===== src/rtl/core/dsdc_pkg.sv =====
// ----------------------------------------------------------------------------
// dsdc_pkg
// Shared types, widths and month tables for the calendar day-number unit.
// ----------------------------------------------------------------------------
package dsdc_pkg;

  localparam int MAX_YEAR_DEF = 9999;

  localparam int OP_W    = 3;
  localparam int DAY_W   = 5;
  localparam int MON_W   = 4;
  localparam int YEAR_W  = 14;
  localparam int SER_W   = 22;

  // internal serial width, wide enough for the last day of any allowed year
  localparam int SER_IW  = 25;
  // quotient bits of the four-year cycle count
  localparam int QUO_W   = 14;
  // day offset inside one year
  localparam int DOY_W   = 9;

  localparam int CYCLE_DAYS = 1461;
  localparam int YEAR_DAYS  = 365;
  localparam int LEAP_DAYS  = 366;

  localparam int QDEPTH = 2;

  typedef enum logic [OP_W-1:0] {
    OP_TO_SERIAL   = 3'd0,
    OP_FROM_SERIAL = 3'd1,
    OP_NEXT_DAY    = 3'd2,
    OP_PREV_DAY    = 3'd3,
    OP_DURATION    = 3'd4
  } op_t;

  typedef struct packed {
    logic              conv;
    logic              err;
    logic [SER_IW-1:0] val;
  } job_t;

  // days of the months before month m
  function automatic logic [DOY_W-1:0] month_cum(input logic [MON_W-1:0] m,
                                                 input logic leap);
    logic [DOY_W-1:0] c;
    case (m)
      4'd1:    c = 9'd0;
      4'd2:    c = 9'd31;
      4'd3:    c = 9'd59;
      4'd4:    c = 9'd90;
      4'd5:    c = 9'd120;
      4'd6:    c = 9'd151;
      4'd7:    c = 9'd181;
      4'd8:    c = 9'd212;
      4'd9:    c = 9'd243;
      4'd10:   c = 9'd273;
      4'd11:   c = 9'd304;
      4'd12:   c = 9'd334;
      default: c = 9'd0;
    endcase
    if (leap && (m > 4'd2) && (m <= 4'd12)) begin
      c = c + 9'd1;
    end
    return c;
  endfunction

  function automatic logic [DAY_W-1:0] month_len(input logic [MON_W-1:0] m,
                                                 input logic leap);
    logic [DAY_W-1:0] n;
    case (m)
      4'd2:    n = leap ? 5'd29 : 5'd28;
      4'd4:    n = 5'd30;
      4'd6:    n = 5'd30;
      4'd9:    n = 5'd30;
      4'd11:   n = 5'd30;
      default: n = 5'd31;
    endcase
    return n;
  endfunction

endpackage


===== src/rtl/core/dsdc_front.sv =====
// ----------------------------------------------------------------------------
// dsdc_front
// Takes requests, checks the dates, forms serials and classifies each request
// into a finished result or a serial-to-date job for the back end.
// ----------------------------------------------------------------------------
module dsdc_front #(
  parameter int MAX_YEAR = dsdc_pkg::MAX_YEAR_DEF
) (
  input  logic                         clk,
  input  logic                         rst_n,
  input  logic                         in_valid,
  output logic                         in_ready,
  input  logic [dsdc_pkg::OP_W-1:0]    in_operation,
  input  logic [dsdc_pkg::DAY_W-1:0]   in_day,
  input  logic [dsdc_pkg::MON_W-1:0]   in_month,
  input  logic [dsdc_pkg::YEAR_W-1:0]  in_year,
  input  logic [dsdc_pkg::SER_W-1:0]   in_serial_in,
  input  logic [dsdc_pkg::DAY_W-1:0]   in_other_day,
  input  logic [dsdc_pkg::MON_W-1:0]   in_other_month,
  input  logic [dsdc_pkg::YEAR_W-1:0]  in_other_year,
  output logic                         q_valid,
  input  logic                         q_ready,
  output dsdc_pkg::job_t               q_job
);

  localparam int SW = dsdc_pkg::SER_IW;
  localparam logic [16:0] MAXY = 17'(MAX_YEAR);
  localparam int TOP_I = 365 * MAX_YEAR + (MAX_YEAR + 3) / 4 + 365 +
                         (((MAX_YEAR % 4) == 0) ? 1 : 0);
  localparam logic [SW-1:0] TOP_S = SW'(TOP_I);

  function automatic logic [SW-1:0] to_serial(
    input logic [dsdc_pkg::DAY_W-1:0]  d,
    input logic [dsdc_pkg::MON_W-1:0]  m,
    input logic [dsdc_pkg::YEAR_W-1:0] y
  );
    logic leap;
    logic [SW-1:0] s;
    leap = (y[1:0] == 2'b00);
    s = SW'(d) + SW'(y) * SW'(dsdc_pkg::YEAR_DAYS)
      + SW'(({1'b0, y} + 15'd3) >> 2)
      + SW'(dsdc_pkg::month_cum(m, leap));
    return s;
  endfunction

  function automatic logic date_ok(
    input logic [dsdc_pkg::DAY_W-1:0]  d,
    input logic [dsdc_pkg::MON_W-1:0]  m,
    input logic [dsdc_pkg::YEAR_W-1:0] y
  );
    logic leap;
    leap = (y[1:0] == 2'b00);
    return (m >= 4'd1) && (m <= 4'd12) && (d != 5'd0) &&
           (d <= dsdc_pkg::month_len(m, leap)) && ({3'b000, y} <= MAXY);
  endfunction

  logic                        s1_vld_r;
  dsdc_pkg::op_t               s1_op_r;
  logic [SW-1:0]               s1_a_r;
  logic [SW-1:0]               s1_b_r;
  logic                        s1_va_r;
  logic                        s1_vb_r;
  logic [dsdc_pkg::SER_W-1:0]  s1_sin_r;

  logic                        s1_vld_nxt;
  dsdc_pkg::job_t              job;
  logic [SW-1:0]               sin_w;

  assign in_ready   = !s1_vld_r || q_ready;
  assign s1_vld_nxt = in_ready ? in_valid : s1_vld_r;

  always_ff @(posedge clk) begin
    if (!rst_n) begin
      s1_vld_r <= 1'b0;
    end else begin
      s1_vld_r <= s1_vld_nxt;
    end
  end

  always_ff @(posedge clk) begin
    if (in_ready && in_valid) begin
      s1_op_r  <= dsdc_pkg::op_t'(in_operation);
      s1_a_r   <= to_serial(in_day, in_month, in_year);
      s1_b_r   <= to_serial(in_other_day, in_other_month, in_other_year);
      s1_va_r  <= date_ok(in_day, in_month, in_year);
      s1_vb_r  <= date_ok(in_other_day, in_other_month, in_other_year);
      s1_sin_r <= in_serial_in;
    end
  end

  assign sin_w = SW'(s1_sin_r);

  always_comb begin
    job.conv = 1'b0;
    job.err  = 1'b0;
    job.val  = '0;
    case (s1_op_r)
      dsdc_pkg::OP_TO_SERIAL: begin
        job.err = !s1_va_r;
        job.val = s1_a_r;
      end
      dsdc_pkg::OP_FROM_SERIAL: begin
        job.err = (sin_w == '0) || (sin_w > TOP_S);
        job.val = sin_w - SW'(1);
      end
      dsdc_pkg::OP_NEXT_DAY: begin
        job.err = !s1_va_r || (s1_a_r >= TOP_S);
        job.val = s1_a_r;
      end
      dsdc_pkg::OP_PREV_DAY: begin
        job.err = !s1_va_r || (s1_a_r <= SW'(1));
        job.val = s1_a_r - SW'(2);
      end
      dsdc_pkg::OP_DURATION: begin
        job.err = !(s1_va_r && s1_vb_r);
        job.val = (s1_a_r > s1_b_r) ? (s1_a_r - s1_b_r) : (s1_b_r - s1_a_r);
      end
      default: begin
        job.err = 1'b1;
      end
    endcase
    job.conv = !job.err && (s1_op_r inside {dsdc_pkg::OP_FROM_SERIAL,
                                            dsdc_pkg::OP_NEXT_DAY,
                                            dsdc_pkg::OP_PREV_DAY});
  end

  assign q_valid = s1_vld_r;
  assign q_job   = job;

endmodule


===== src/rtl/core/dsdc_queue.sv =====
// ----------------------------------------------------------------------------
// dsdc_queue
// Short register queue of jobs between the front and back ends.
// ----------------------------------------------------------------------------
module dsdc_queue (
  input  logic           clk,
  input  logic           rst_n,
  input  logic           wr_valid,
  output logic           wr_ready,
  input  dsdc_pkg::job_t wr_job,
  output logic           rd_valid,
  input  logic           rd_ready,
  output dsdc_pkg::job_t rd_job
);

  localparam int DEPTH = dsdc_pkg::QDEPTH;
  localparam int PW    = (DEPTH > 1) ? $clog2(DEPTH) : 1;
  localparam int CW    = $clog2(DEPTH + 1);

  dsdc_pkg::job_t  mem_r [DEPTH];
  logic [PW-1:0]   wp_r;
  logic [PW-1:0]   rp_r;
  logic [CW-1:0]   cnt_r;
  logic [PW-1:0]   wp_nxt;
  logic [PW-1:0]   rp_nxt;
  logic [CW-1:0]   cnt_nxt;
  logic            wr_go;
  logic            rd_go;

  assign wr_ready = (cnt_r != CW'(DEPTH));
  assign rd_valid = (cnt_r != '0);
  assign rd_job   = mem_r[rp_r];
  assign wr_go    = wr_valid && wr_ready;
  assign rd_go    = rd_valid && rd_ready;

  always_comb begin
    wp_nxt  = wp_r;
    rp_nxt  = rp_r;
    cnt_nxt = cnt_r;
    if (wr_go) begin
      wp_nxt = (wp_r == PW'(DEPTH - 1)) ? '0 : wp_r + PW'(1);
    end
    if (rd_go) begin
      rp_nxt = (rp_r == PW'(DEPTH - 1)) ? '0 : rp_r + PW'(1);
    end
    if (wr_go && !rd_go) begin
      cnt_nxt = cnt_r + CW'(1);
    end else if (rd_go && !wr_go) begin
      cnt_nxt = cnt_r - CW'(1);
    end
  end

  always_ff @(posedge clk) begin
    if (!rst_n) begin
      wp_r  <= '0;
      rp_r  <= '0;
      cnt_r <= '0;
    end else begin
      wp_r  <= wp_nxt;
      rp_r  <= rp_nxt;
      cnt_r <= cnt_nxt;
    end
  end

  always_ff @(posedge clk) begin
    if (wr_go) begin
      mem_r[wp_r] <= wr_job;
    end
  end

`ifndef NO_ASSERTIONS
  a_cnt_bound: assert property (@(posedge clk) disable iff (!rst_n)
    cnt_r <= CW'(DEPTH))
    else $error("queue fill count beyond depth");

  a_cnt_up: assert property (@(posedge clk) disable iff (!rst_n)
    (wr_go && !rd_go) |=> (cnt_r == $past(cnt_r) + CW'(1)))
    else $error("queue fill count missed a write");
`endif

endmodule


===== src/rtl/core/dsdc_back.sv =====
// ----------------------------------------------------------------------------
// dsdc_back
// Runs serial-to-date jobs with a reciprocal divide by the four-year cycle and
// a month search, and holds the result register of the output channel.
// ----------------------------------------------------------------------------
module dsdc_back (
  input  logic                         clk,
  input  logic                         rst_n,
  input  logic                         q_valid,
  output logic                         q_ready,
  input  dsdc_pkg::job_t               q_job,
  output logic                         out_valid,
  input  logic                         out_ready,
  output logic [dsdc_pkg::DAY_W-1:0]   out_day,
  output logic [dsdc_pkg::MON_W-1:0]   out_month,
  output logic [dsdc_pkg::YEAR_W-1:0]  out_year,
  output logic [dsdc_pkg::SER_W-1:0]   out_serial,
  output logic                         out_error
);

  localparam int SW  = dsdc_pkg::SER_IW;
  localparam int QW  = dsdc_pkg::QUO_W;
  localparam int YW  = QW + 2;
  localparam int DW  = dsdc_pkg::DOY_W;
  localparam int RSH = SW + $clog2(dsdc_pkg::CYCLE_DAYS);
  localparam int RW  = SW + 1;
  localparam logic [63:0] RECIP_W = ((64'd1 << RSH) + 64'(dsdc_pkg::CYCLE_DAYS) - 64'd1) /
                                    64'(dsdc_pkg::CYCLE_DAYS);
  localparam logic [RW-1:0] RECIP = RW'(RECIP_W);

  typedef enum logic [5:0] {
    ST_IDLE  = 6'b000001,
    ST_DIV   = 6'b000010,
    ST_REM   = 6'b000100,
    ST_YEAR  = 6'b001000,
    ST_MONTH = 6'b010000,
    ST_FIN   = 6'b100000
  } state_t;

  state_t                       st_r,  st_nxt;
  logic [SW-1:0]                rem_r, rem_nxt;
  logic [QW-1:0]                quo_r, quo_nxt;
  logic [YW-1:0]                yr_r,  yr_nxt;
  logic                         leap_r, leap_nxt;
  logic [dsdc_pkg::MON_W-1:0]   mon_r, mon_nxt;

  logic                         ovld_r, ovld_nxt;
  logic [dsdc_pkg::DAY_W-1:0]   oday_r, oday_nxt;
  logic [dsdc_pkg::MON_W-1:0]   omon_r, omon_nxt;
  logic [dsdc_pkg::YEAR_W-1:0]  oyear_r, oyear_nxt;
  logic [dsdc_pkg::SER_W-1:0]   oser_r, oser_nxt;
  logic                         oerr_r, oerr_nxt;

  logic                         out_free;
  logic [SW+RW-1:0]             prod;
  logic [10:0]                  r11;
  logic [10:0]                  r2;
  logic [10:0]                  r3;
  logic [1:0]                   yoff;
  logic [DW-1:0]                doy;

  assign out_free = !ovld_r || out_ready;
  assign q_ready  = (st_r == ST_IDLE) && out_free;
  assign prod     = (SW+RW)'(rem_r) * (SW+RW)'(RECIP);
  assign r11      = rem_r[10:0];
  assign r2       = r11 - 11'(dsdc_pkg::LEAP_DAYS);
  assign doy      = rem_r[DW-1:0];

  always_comb begin
    if (r11 < 11'(dsdc_pkg::LEAP_DAYS)) begin
      yoff = 2'd0;
      r3   = r11;
    end else if (r2 >= 11'(2 * dsdc_pkg::YEAR_DAYS)) begin
      yoff = 2'd3;
      r3   = r2 - 11'(2 * dsdc_pkg::YEAR_DAYS);
    end else if (r2 >= 11'(dsdc_pkg::YEAR_DAYS)) begin
      yoff = 2'd2;
      r3   = r2 - 11'(dsdc_pkg::YEAR_DAYS);
    end else begin
      yoff = 2'd1;
      r3   = r2;
    end
  end

  always_comb begin
    st_nxt    = st_r;
    rem_nxt   = rem_r;
    quo_nxt   = quo_r;
    yr_nxt    = yr_r;
    leap_nxt  = leap_r;
    mon_nxt   = mon_r;
    ovld_nxt  = ovld_r;
    oday_nxt  = oday_r;
    omon_nxt  = omon_r;
    oyear_nxt = oyear_r;
    oser_nxt  = oser_r;
    oerr_nxt  = oerr_r;
    if (ovld_r && out_ready) begin
      ovld_nxt = 1'b0;
    end
    case (st_r)
      ST_IDLE: begin
        if (q_valid && q_ready) begin
          if (q_job.conv) begin
            rem_nxt = q_job.val;
            quo_nxt = '0;
            st_nxt  = ST_DIV;
          end else begin
            ovld_nxt  = 1'b1;
            oday_nxt  = '0;
            omon_nxt  = '0;
            oyear_nxt = '0;
            oser_nxt  = q_job.err ? '0 : q_job.val[dsdc_pkg::SER_W-1:0];
            oerr_nxt  = q_job.err;
          end
        end
      end
      ST_DIV: begin
        quo_nxt = prod[RSH +: QW];
        st_nxt  = ST_REM;
      end
      ST_REM: begin
        rem_nxt = rem_r - SW'(quo_r) * SW'(dsdc_pkg::CYCLE_DAYS);
        st_nxt  = ST_YEAR;
      end
      ST_YEAR: begin
        yr_nxt   = {quo_r, 2'b00} + YW'(yoff);
        leap_nxt = (yoff == 2'd0);
        rem_nxt  = SW'(r3);
        st_nxt   = ST_MONTH;
      end
      ST_MONTH: begin
        mon_nxt = 4'd1;
        for (int i = 2; i <= 12; i++) begin
          if (doy >= dsdc_pkg::month_cum(4'(i), leap_r)) begin
            mon_nxt = 4'(i);
          end
        end
        st_nxt = ST_FIN;
      end
      ST_FIN: begin
        if (out_free) begin
          ovld_nxt  = 1'b1;
          oday_nxt  = dsdc_pkg::DAY_W'(doy - dsdc_pkg::month_cum(mon_r, leap_r) + 9'd1);
          omon_nxt  = mon_r;
          oyear_nxt = yr_r[dsdc_pkg::YEAR_W-1:0];
          oser_nxt  = '0;
          oerr_nxt  = 1'b0;
          st_nxt    = ST_IDLE;
        end
      end
      default: begin
        st_nxt = ST_IDLE;
      end
    endcase
  end

  always_ff @(posedge clk) begin
    if (!rst_n) begin
      st_r   <= ST_IDLE;
      ovld_r <= 1'b0;
    end else begin
      st_r   <= st_nxt;
      ovld_r <= ovld_nxt;
    end
  end

  always_ff @(posedge clk) begin
    rem_r   <= rem_nxt;
    quo_r   <= quo_nxt;
    yr_r    <= yr_nxt;
    leap_r  <= leap_nxt;
    mon_r   <= mon_nxt;
    oday_r  <= oday_nxt;
    omon_r  <= omon_nxt;
    oyear_r <= oyear_nxt;
    oser_r  <= oser_nxt;
    oerr_r  <= oerr_nxt;
  end

  assign out_valid  = ovld_r;
  assign out_day    = oday_r;
  assign out_month  = omon_r;
  assign out_year   = oyear_r;
  assign out_serial = oser_r;
  assign out_error  = oerr_r;

`ifndef NO_ASSERTIONS
  a_err_zero: assert property (@(posedge clk) disable iff (!rst_n)
    (ovld_r && oerr_r) |-> (oday_r == '0 && omon_r == '0 &&
                            oyear_r == '0 && oser_r == '0))
    else $error("error result carries non-zero fields");

  a_month_range: assert property (@(posedge clk) disable iff (!rst_n)
    (ovld_r && (oday_r != '0)) |-> (omon_r >= 4'd1 && omon_r <= 4'd12 &&
                                    oday_r <= 5'd31))
    else $error("converted date out of range");

  a_div_end: assert property (@(posedge clk) disable iff (!rst_n)
    (st_r == ST_DIV) |=> (st_r == ST_REM))
    else $error("divider did not hand over to remainder step");

  a_rem_range: assert property (@(posedge clk) disable iff (!rst_n)
    (st_r == ST_YEAR) |-> (rem_r < SW'(dsdc_pkg::CYCLE_DAYS)))
    else $error("remainder beyond one four-year cycle");
`endif

endmodule


===== src/rtl/core/date_serial_day_converter_unit.sv =====
// Path: front-end register, job queue, back-end result register; serial to date, next
//   and previous day first run the back-end divide, remainder, year and month steps.
// Throughput: one non-converting request per cycle while the back end is idle and
//   the output accepts; the back end takes no job until a conversion result is written.
// Reset: rst_n synchronous, active low; clears handshakes, queue and sequencer.
// ----------------------------------------------------------------------------
// date_serial_day_converter_unit
// Calendar day-number unit with the every-fourth-year leap rule: date to
// serial, serial to date, next and previous day, and distance between dates.
// ----------------------------------------------------------------------------
module date_serial_day_converter_unit #(
  parameter int MAX_YEAR = dsdc_pkg::MAX_YEAR_DEF
) (
  input  logic                         clk,
  input  logic                         rst_n,
  input  logic                         in_valid,
  output logic                         in_ready,
  input  logic [dsdc_pkg::OP_W-1:0]    in_operation,
  input  logic [dsdc_pkg::DAY_W-1:0]   in_day,
  input  logic [dsdc_pkg::MON_W-1:0]   in_month,
  input  logic [dsdc_pkg::YEAR_W-1:0]  in_year,
  input  logic [dsdc_pkg::SER_W-1:0]   in_serial_in,
  input  logic [dsdc_pkg::DAY_W-1:0]   in_other_day,
  input  logic [dsdc_pkg::MON_W-1:0]   in_other_month,
  input  logic [dsdc_pkg::YEAR_W-1:0]  in_other_year,
  output logic                         out_valid,
  input  logic                         out_ready,
  output logic [dsdc_pkg::DAY_W-1:0]   out_day,
  output logic [dsdc_pkg::MON_W-1:0]   out_month,
  output logic [dsdc_pkg::YEAR_W-1:0]  out_year,
  output logic [dsdc_pkg::SER_W-1:0]   out_serial,
  output logic                         out_error
);

  logic           fq_valid;
  logic           fq_ready;
  dsdc_pkg::job_t fq_job;
  logic           qb_valid;
  logic           qb_ready;
  dsdc_pkg::job_t qb_job;

  dsdc_front #(
    .MAX_YEAR (MAX_YEAR)
  ) u_front (
    .clk            (clk),
    .rst_n          (rst_n),
    .in_valid       (in_valid),
    .in_ready       (in_ready),
    .in_operation   (in_operation),
    .in_day         (in_day),
    .in_month       (in_month),
    .in_year        (in_year),
    .in_serial_in   (in_serial_in),
    .in_other_day   (in_other_day),
    .in_other_month (in_other_month),
    .in_other_year  (in_other_year),
    .q_valid        (fq_valid),
    .q_ready        (fq_ready),
    .q_job          (fq_job)
  );

  dsdc_queue u_queue (
    .clk      (clk),
    .rst_n    (rst_n),
    .wr_valid (fq_valid),
    .wr_ready (fq_ready),
    .wr_job   (fq_job),
    .rd_valid (qb_valid),
    .rd_ready (qb_ready),
    .rd_job   (qb_job)
  );

  dsdc_back u_back (
    .clk        (clk),
    .rst_n      (rst_n),
    .q_valid    (qb_valid),
    .q_ready    (qb_ready),
    .q_job      (qb_job),
    .out_valid  (out_valid),
    .out_ready  (out_ready),
    .out_day    (out_day),
    .out_month  (out_month),
    .out_year   (out_year),
    .out_serial (out_serial),
    .out_error  (out_error)
  );

endmodule


===== config.mk =====
export PLATFORM = sky130hd
export DESIGN_NAME = date_serial_day_converter_unit
export DESIGN_NICKNAME = d
export VERILOG_FILES = /design/src/rtl/core/dsdc_pkg.sv /design/src/rtl/core/dsdc_front.sv /design/src/rtl/core/dsdc_queue.sv /design/src/rtl/core/dsdc_back.sv /design/src/rtl/core/date_serial_day_converter_unit.sv
export SDC_FILE = /design/constraint.sdc
export NUM_CORES = 2
export LEC_CHECK = 0
export ABC_AREA = 0
export BUFFER_PORTS_ARGS = -buffer_cell sky130_fd_sc_hd__buf_2
export CAP_MARGIN = 20
export CORE_AREA = 2 2 268 270
export CTS_CLUSTER_DIAMETER = 150
export DETAILED_ROUTE_END_ITERATION = 6
export DIE_AREA = 0 0 270 272
export PLACE_DENSITY_LB_ADDON = 0.05
export SYNTH_ARGS = -nofsm -noshare
export SYNTH_HDL_FRONTEND = slang
export SYNTH_SLANG_ARGS = --single-unit

===== constraint.sdc =====
create_clock -name clk -period 16.8 [get_ports clk]
set_clock_uncertainty 0.2 [all_clocks]
set_input_delay 1.68 -clock clk [delete_from_list [all_inputs] [get_ports clk]]
set_output_delay 1.68 -clock clk [all_outputs]
set_load 0.02 [all_outputs]

==> impl_metrics.py <==
metrics = {
    "placed_design": {
        "place_hpwl_mm": 83.7,
        "gp_congestion": 1.00,
        "io_buffers": 122,
        "numPlacedInstances": 4993,
    },
    "floorplanning": {
        "die_area_sq_um": 73400,
        "core-area_sq_um": 70800,
        "floorplan.initialDensity_pct": 54.5,
        "rows": 98,
        "die_w_um": 270,
        "dieHeight_um": 272,
        "boundaryPins": 123,
    },
    "route": {
        "drt_iter0_drc": 1695,
        "first_pass_iters": 7,
        "vias": 28196,
        "wl_mm": 98.8,
        "viasPerCell": 5.59,
        "wl_per_cell_um": 19.6,
        "ant_nets": 0,
        "drc_errors": 0,
    },
    "synthesis": {
        "synth_area_sq_um": 38600,
        "synth_cell_types": 91,
        "yosys.area.top_type": "fa_1",
        "syn_area_per_cell_sq_um": 9.70,
        "synthCells": 3976,
        "syn_nets": 5126,
        "yosysSeqAreaShare_pct": 19.0,
        "netlist.area_leader.share_pct": 22.6,
        "yosysMostFrequentCell": "inv_1",
        "yosys_most_used_dff": "edfxtp_1",
        "synth_area_leaders": "fa_1 23%, ha_1 21%, edfxtp_1 18%",
        "synth_edf_count": 235,
        "synth_common_cells": "803 x inv_1, 640 x ha_1, 435 x fa_1",
        "ys_seq_elements": 248,
        "ys_warn_count": 0,
        "async_reset_ff_share_pct": 0,
    },
    "timing": {
        "fin_crit_sh_pct": 49.6,
        "fin_crit_ps": 8330,
        "worstMarginPinSlew_ps": 1050,
        "rsz0062_at_grt": "false",
        "fmax_mhz": 120,
        "hold_violations": 0,
        "maxSlewHeadroom_pct": 30.0,
        "setup_total_negative_slack_ps": 0,
        "whs_ps": 325,
        "drv_slew": 0,
        "setup_viol": 0,
    },
    "clock_tree": {
        "postCtsSetupRepairBufs": 0,
        "cts_buffers": 29,
        "path_clk_slew_ps": 60,
        "root_buffer": "clkbuf_16",
        "cts_buffer_depth": 3,
        "cts_sinks": 248,
        "cts.repair.resized": 0,
        "worstSkewPairLatency_ps": 590,
        "cts_tree": "built",
        "cts_max_level": 1,
        "holdBufCountCts": 0,
    },
    "worst_setup_path": {
        "endpoint_kind": "flop",
        "max_stage_delay_ps": 840,
        "required_ps": 16910,
        "r2r-end": "u_back.quo_r[13]",
        "crit_end": "u_back.quo_r[13]",
        "crit_arrival_ps": 8440,
        "rrSetupSlack_ps": 8470,
        "critPathMaxFanout": 19,
        "path_delay_family": "adder cells",
        "crit_cells": 22,
        "crit_top_cell": "fa_1",
        "r2r_cells": 22,
        "r2r_start": "u_back.rem_r[1]",
        "cp-start-kind": "flop",
        "crit_type": "flop to flop",
        "startpoint": "u_back.rem_r[1]",
        "cp_num_buf_inv": 5,
        "cp_slowest_cell": "edfxtp_1",
        "crit_chain": "inv_1 -> ha_1 -> fa_1 -> inv_1 -> fa_1 -> fa_1 -> inv_1 -> fa_1 -> inv_1 -> fa_1 -> inv_1 -> fa_1 -> ha_1 -> and4_1 -> nor2b_1 -> a2111oi_0 -> o211ai_1 -> a21oi_1 -> nand2_1 -> o211a_1 -> o41ai_1 -> mux2_2",
    },
    "finish": {
        "regArea_sq_um": 7320,
        "stdcell_count": 5047,
        "drive_gt1_share_pct": 6.03,
        "nNetsFinal": 5224,
        "area_growth_pct": 6.68,
        "fill_cells": 6479,
        "fin_util_pct": 58.1,
        "multi_input_area_sq_um": 27900,
    },
    "outcome": {
        "status": "completed",
    },
    "global_route": {
        "antenna_found_initial": 1,
        "grt_pass1_vias": 28529,
        "busiest_layer": "met2",
        "grt_start_max_net_pins": 72,
        "use_met1_pct": 36.3,
        "overflow": 0,
        "grt_pass1_wl_mm": 157,
        "grt_use_met2_pct": 47.3,
        "grtUsageTotal_pct": 27.2,
        "grt_use_met3_pct": 2.42,
    },
    "min_path": {
        "hold_path_class": "flop to flop",
    },
    "flow_run": {
        "drv_cap": 0,
    },
}
==> final cells by class <==
cell class / instances / area share (%)
Multi-Input combinational cell: 2851 / 67.9
Sequential cell: 248 / 17.8
Inverter: 803 / 7.33
Tap cell: 950 / 2.89
Clock buffer: 43 / 2.02
Timing Repair Buffer: 141 / 1.83
Clock inverter: 10 / 0.228
Antenna cell: 1 / 0.00608
==> registers in the layout, indices dropped and copies added (netlist names), 2 cells and up, named ones only <==
name / cells
u_back.mon_r: 4
u_front.s1_op_r: 3
u_front.s1_sin_r: 22
u_back.st_r: 6
u_queue.mem_r: 54
u_back.out_year: 14
u_back.rem_r: 25
u_front.s1_b_r: 25
u_back.quo_r: 14
u_back.out_month: 4
u_queue.cnt_r: 2
u_back.out_serial: 22
u_back.out_day: 5
u_back.yr_r: 14
u_front.s1_a_r: 25
==> through the flow <==
| stage | worst slack, ps | cell area, sq um |
|---|---|---|
| after detailed placement | 8510 | 40200 |
| after floorplan | 9160 | 38600 |
| after CTS | 8470 | 41100 |
| after global placement | 8650 | 40200 |
| after global routing | 8050 | 41100 |
| final | 8470 | 41100 |
==> cells by family (layout without fill, tap and decap cells) <==
family,Yosys count,count (layout),synth area share [%]
flops,248,248,19.0
simple gates,794,794,10.5
xor+xnor,200,200,4.54
buf+inv,877,997,8.64
other cells,0,1,0
compound gates,715,715,12.1
mux,67,67,1.86
fa+ha+maj,1075,1075,43.4
==> cells in the final DEF, fill, tap and decap left out, types with 14 or more instances in the layout <==
cell type  Yosys  final
a211oi_1      26     26
a21o_1        80     80
a21oi_1      188    188
a31oi_1       21     21
and2_1        37     36
and3_1        30     30
buf_2          9    122
buf_4          5     19
clkbuf_16      0     30
edfxtp_1     235    235
fa_1         435    435
ha_1         640    640
inv_1        803    803
mux2i_1       51     51
nand2_1      159    159
nand2b_1      30     30
nand3_1       74     74
nand4_1       34     34
nor2_1       203    202
nor2b_1       28     28
nor3_1        67     67
nor3b_1       15     14
nor4_1        24     24
o211ai_1      21     21
o21a_1        37     37
o21ai_0      148    148
o21bai_1      17     17
o221ai_1      14     14
o22ai_1       29     28
o31ai_1       14     14
or2_2         16     16
or3_1         23     23
xnor2_1      122    122
xor2_1        78     78
==> how the worst min path moves through the flow <==
stage / startpoint / end / slack [ps] / cells past startpoint
after global routing: u_back.yr_r[4] / u_back.out_year[4] / 350 / 1
after detailed placement: u_back.yr_r[2] / u_back.out_year[2] / 310 / 1
after floorplan: u_back.quo_r[3] / u_back.yr_r[5] / 260 / 0
after CTS: u_back.yr_r[2] / u_back.out_year[2] / 330 / 1
final: u_back.yr_r[2] / u_back.out_year[2] / 330 / 1
after global placement: u_back.yr_r[1] / u_back.out_year[1] / 310 / 1
==> worst reg2reg max path, cell delays in order (launching register included) <==
cell and delay, ps:
edfxtp_1 840, inv_1 480, ha_1 730, fa_1 540, inv_1 90, fa_1 440, fa_1 510, inv_1 50
fa_1 470, inv_1 50, fa_1 520, inv_1 50, fa_1 470, ha_1 350, and4_1 230, nor2b_1 140
a2111oi_0 400, o211ai_1 150, a21oi_1 140, nand2_1 200, o211a_1 340, o41ai_1 290, mux2_2 370
==> metal layers <==
layer | wire length (um) | part of all wire [%]
met5 | 0 | 0
met4 | 3360 | 3.4
met3 | 3840 | 3.9
met2 | 48600 | 49
met1 | 43000 | 44
Power is left out: the tool's default activity adds up to more than one toggle a clock period on the data nets, which glitch-free logic cannot reach.
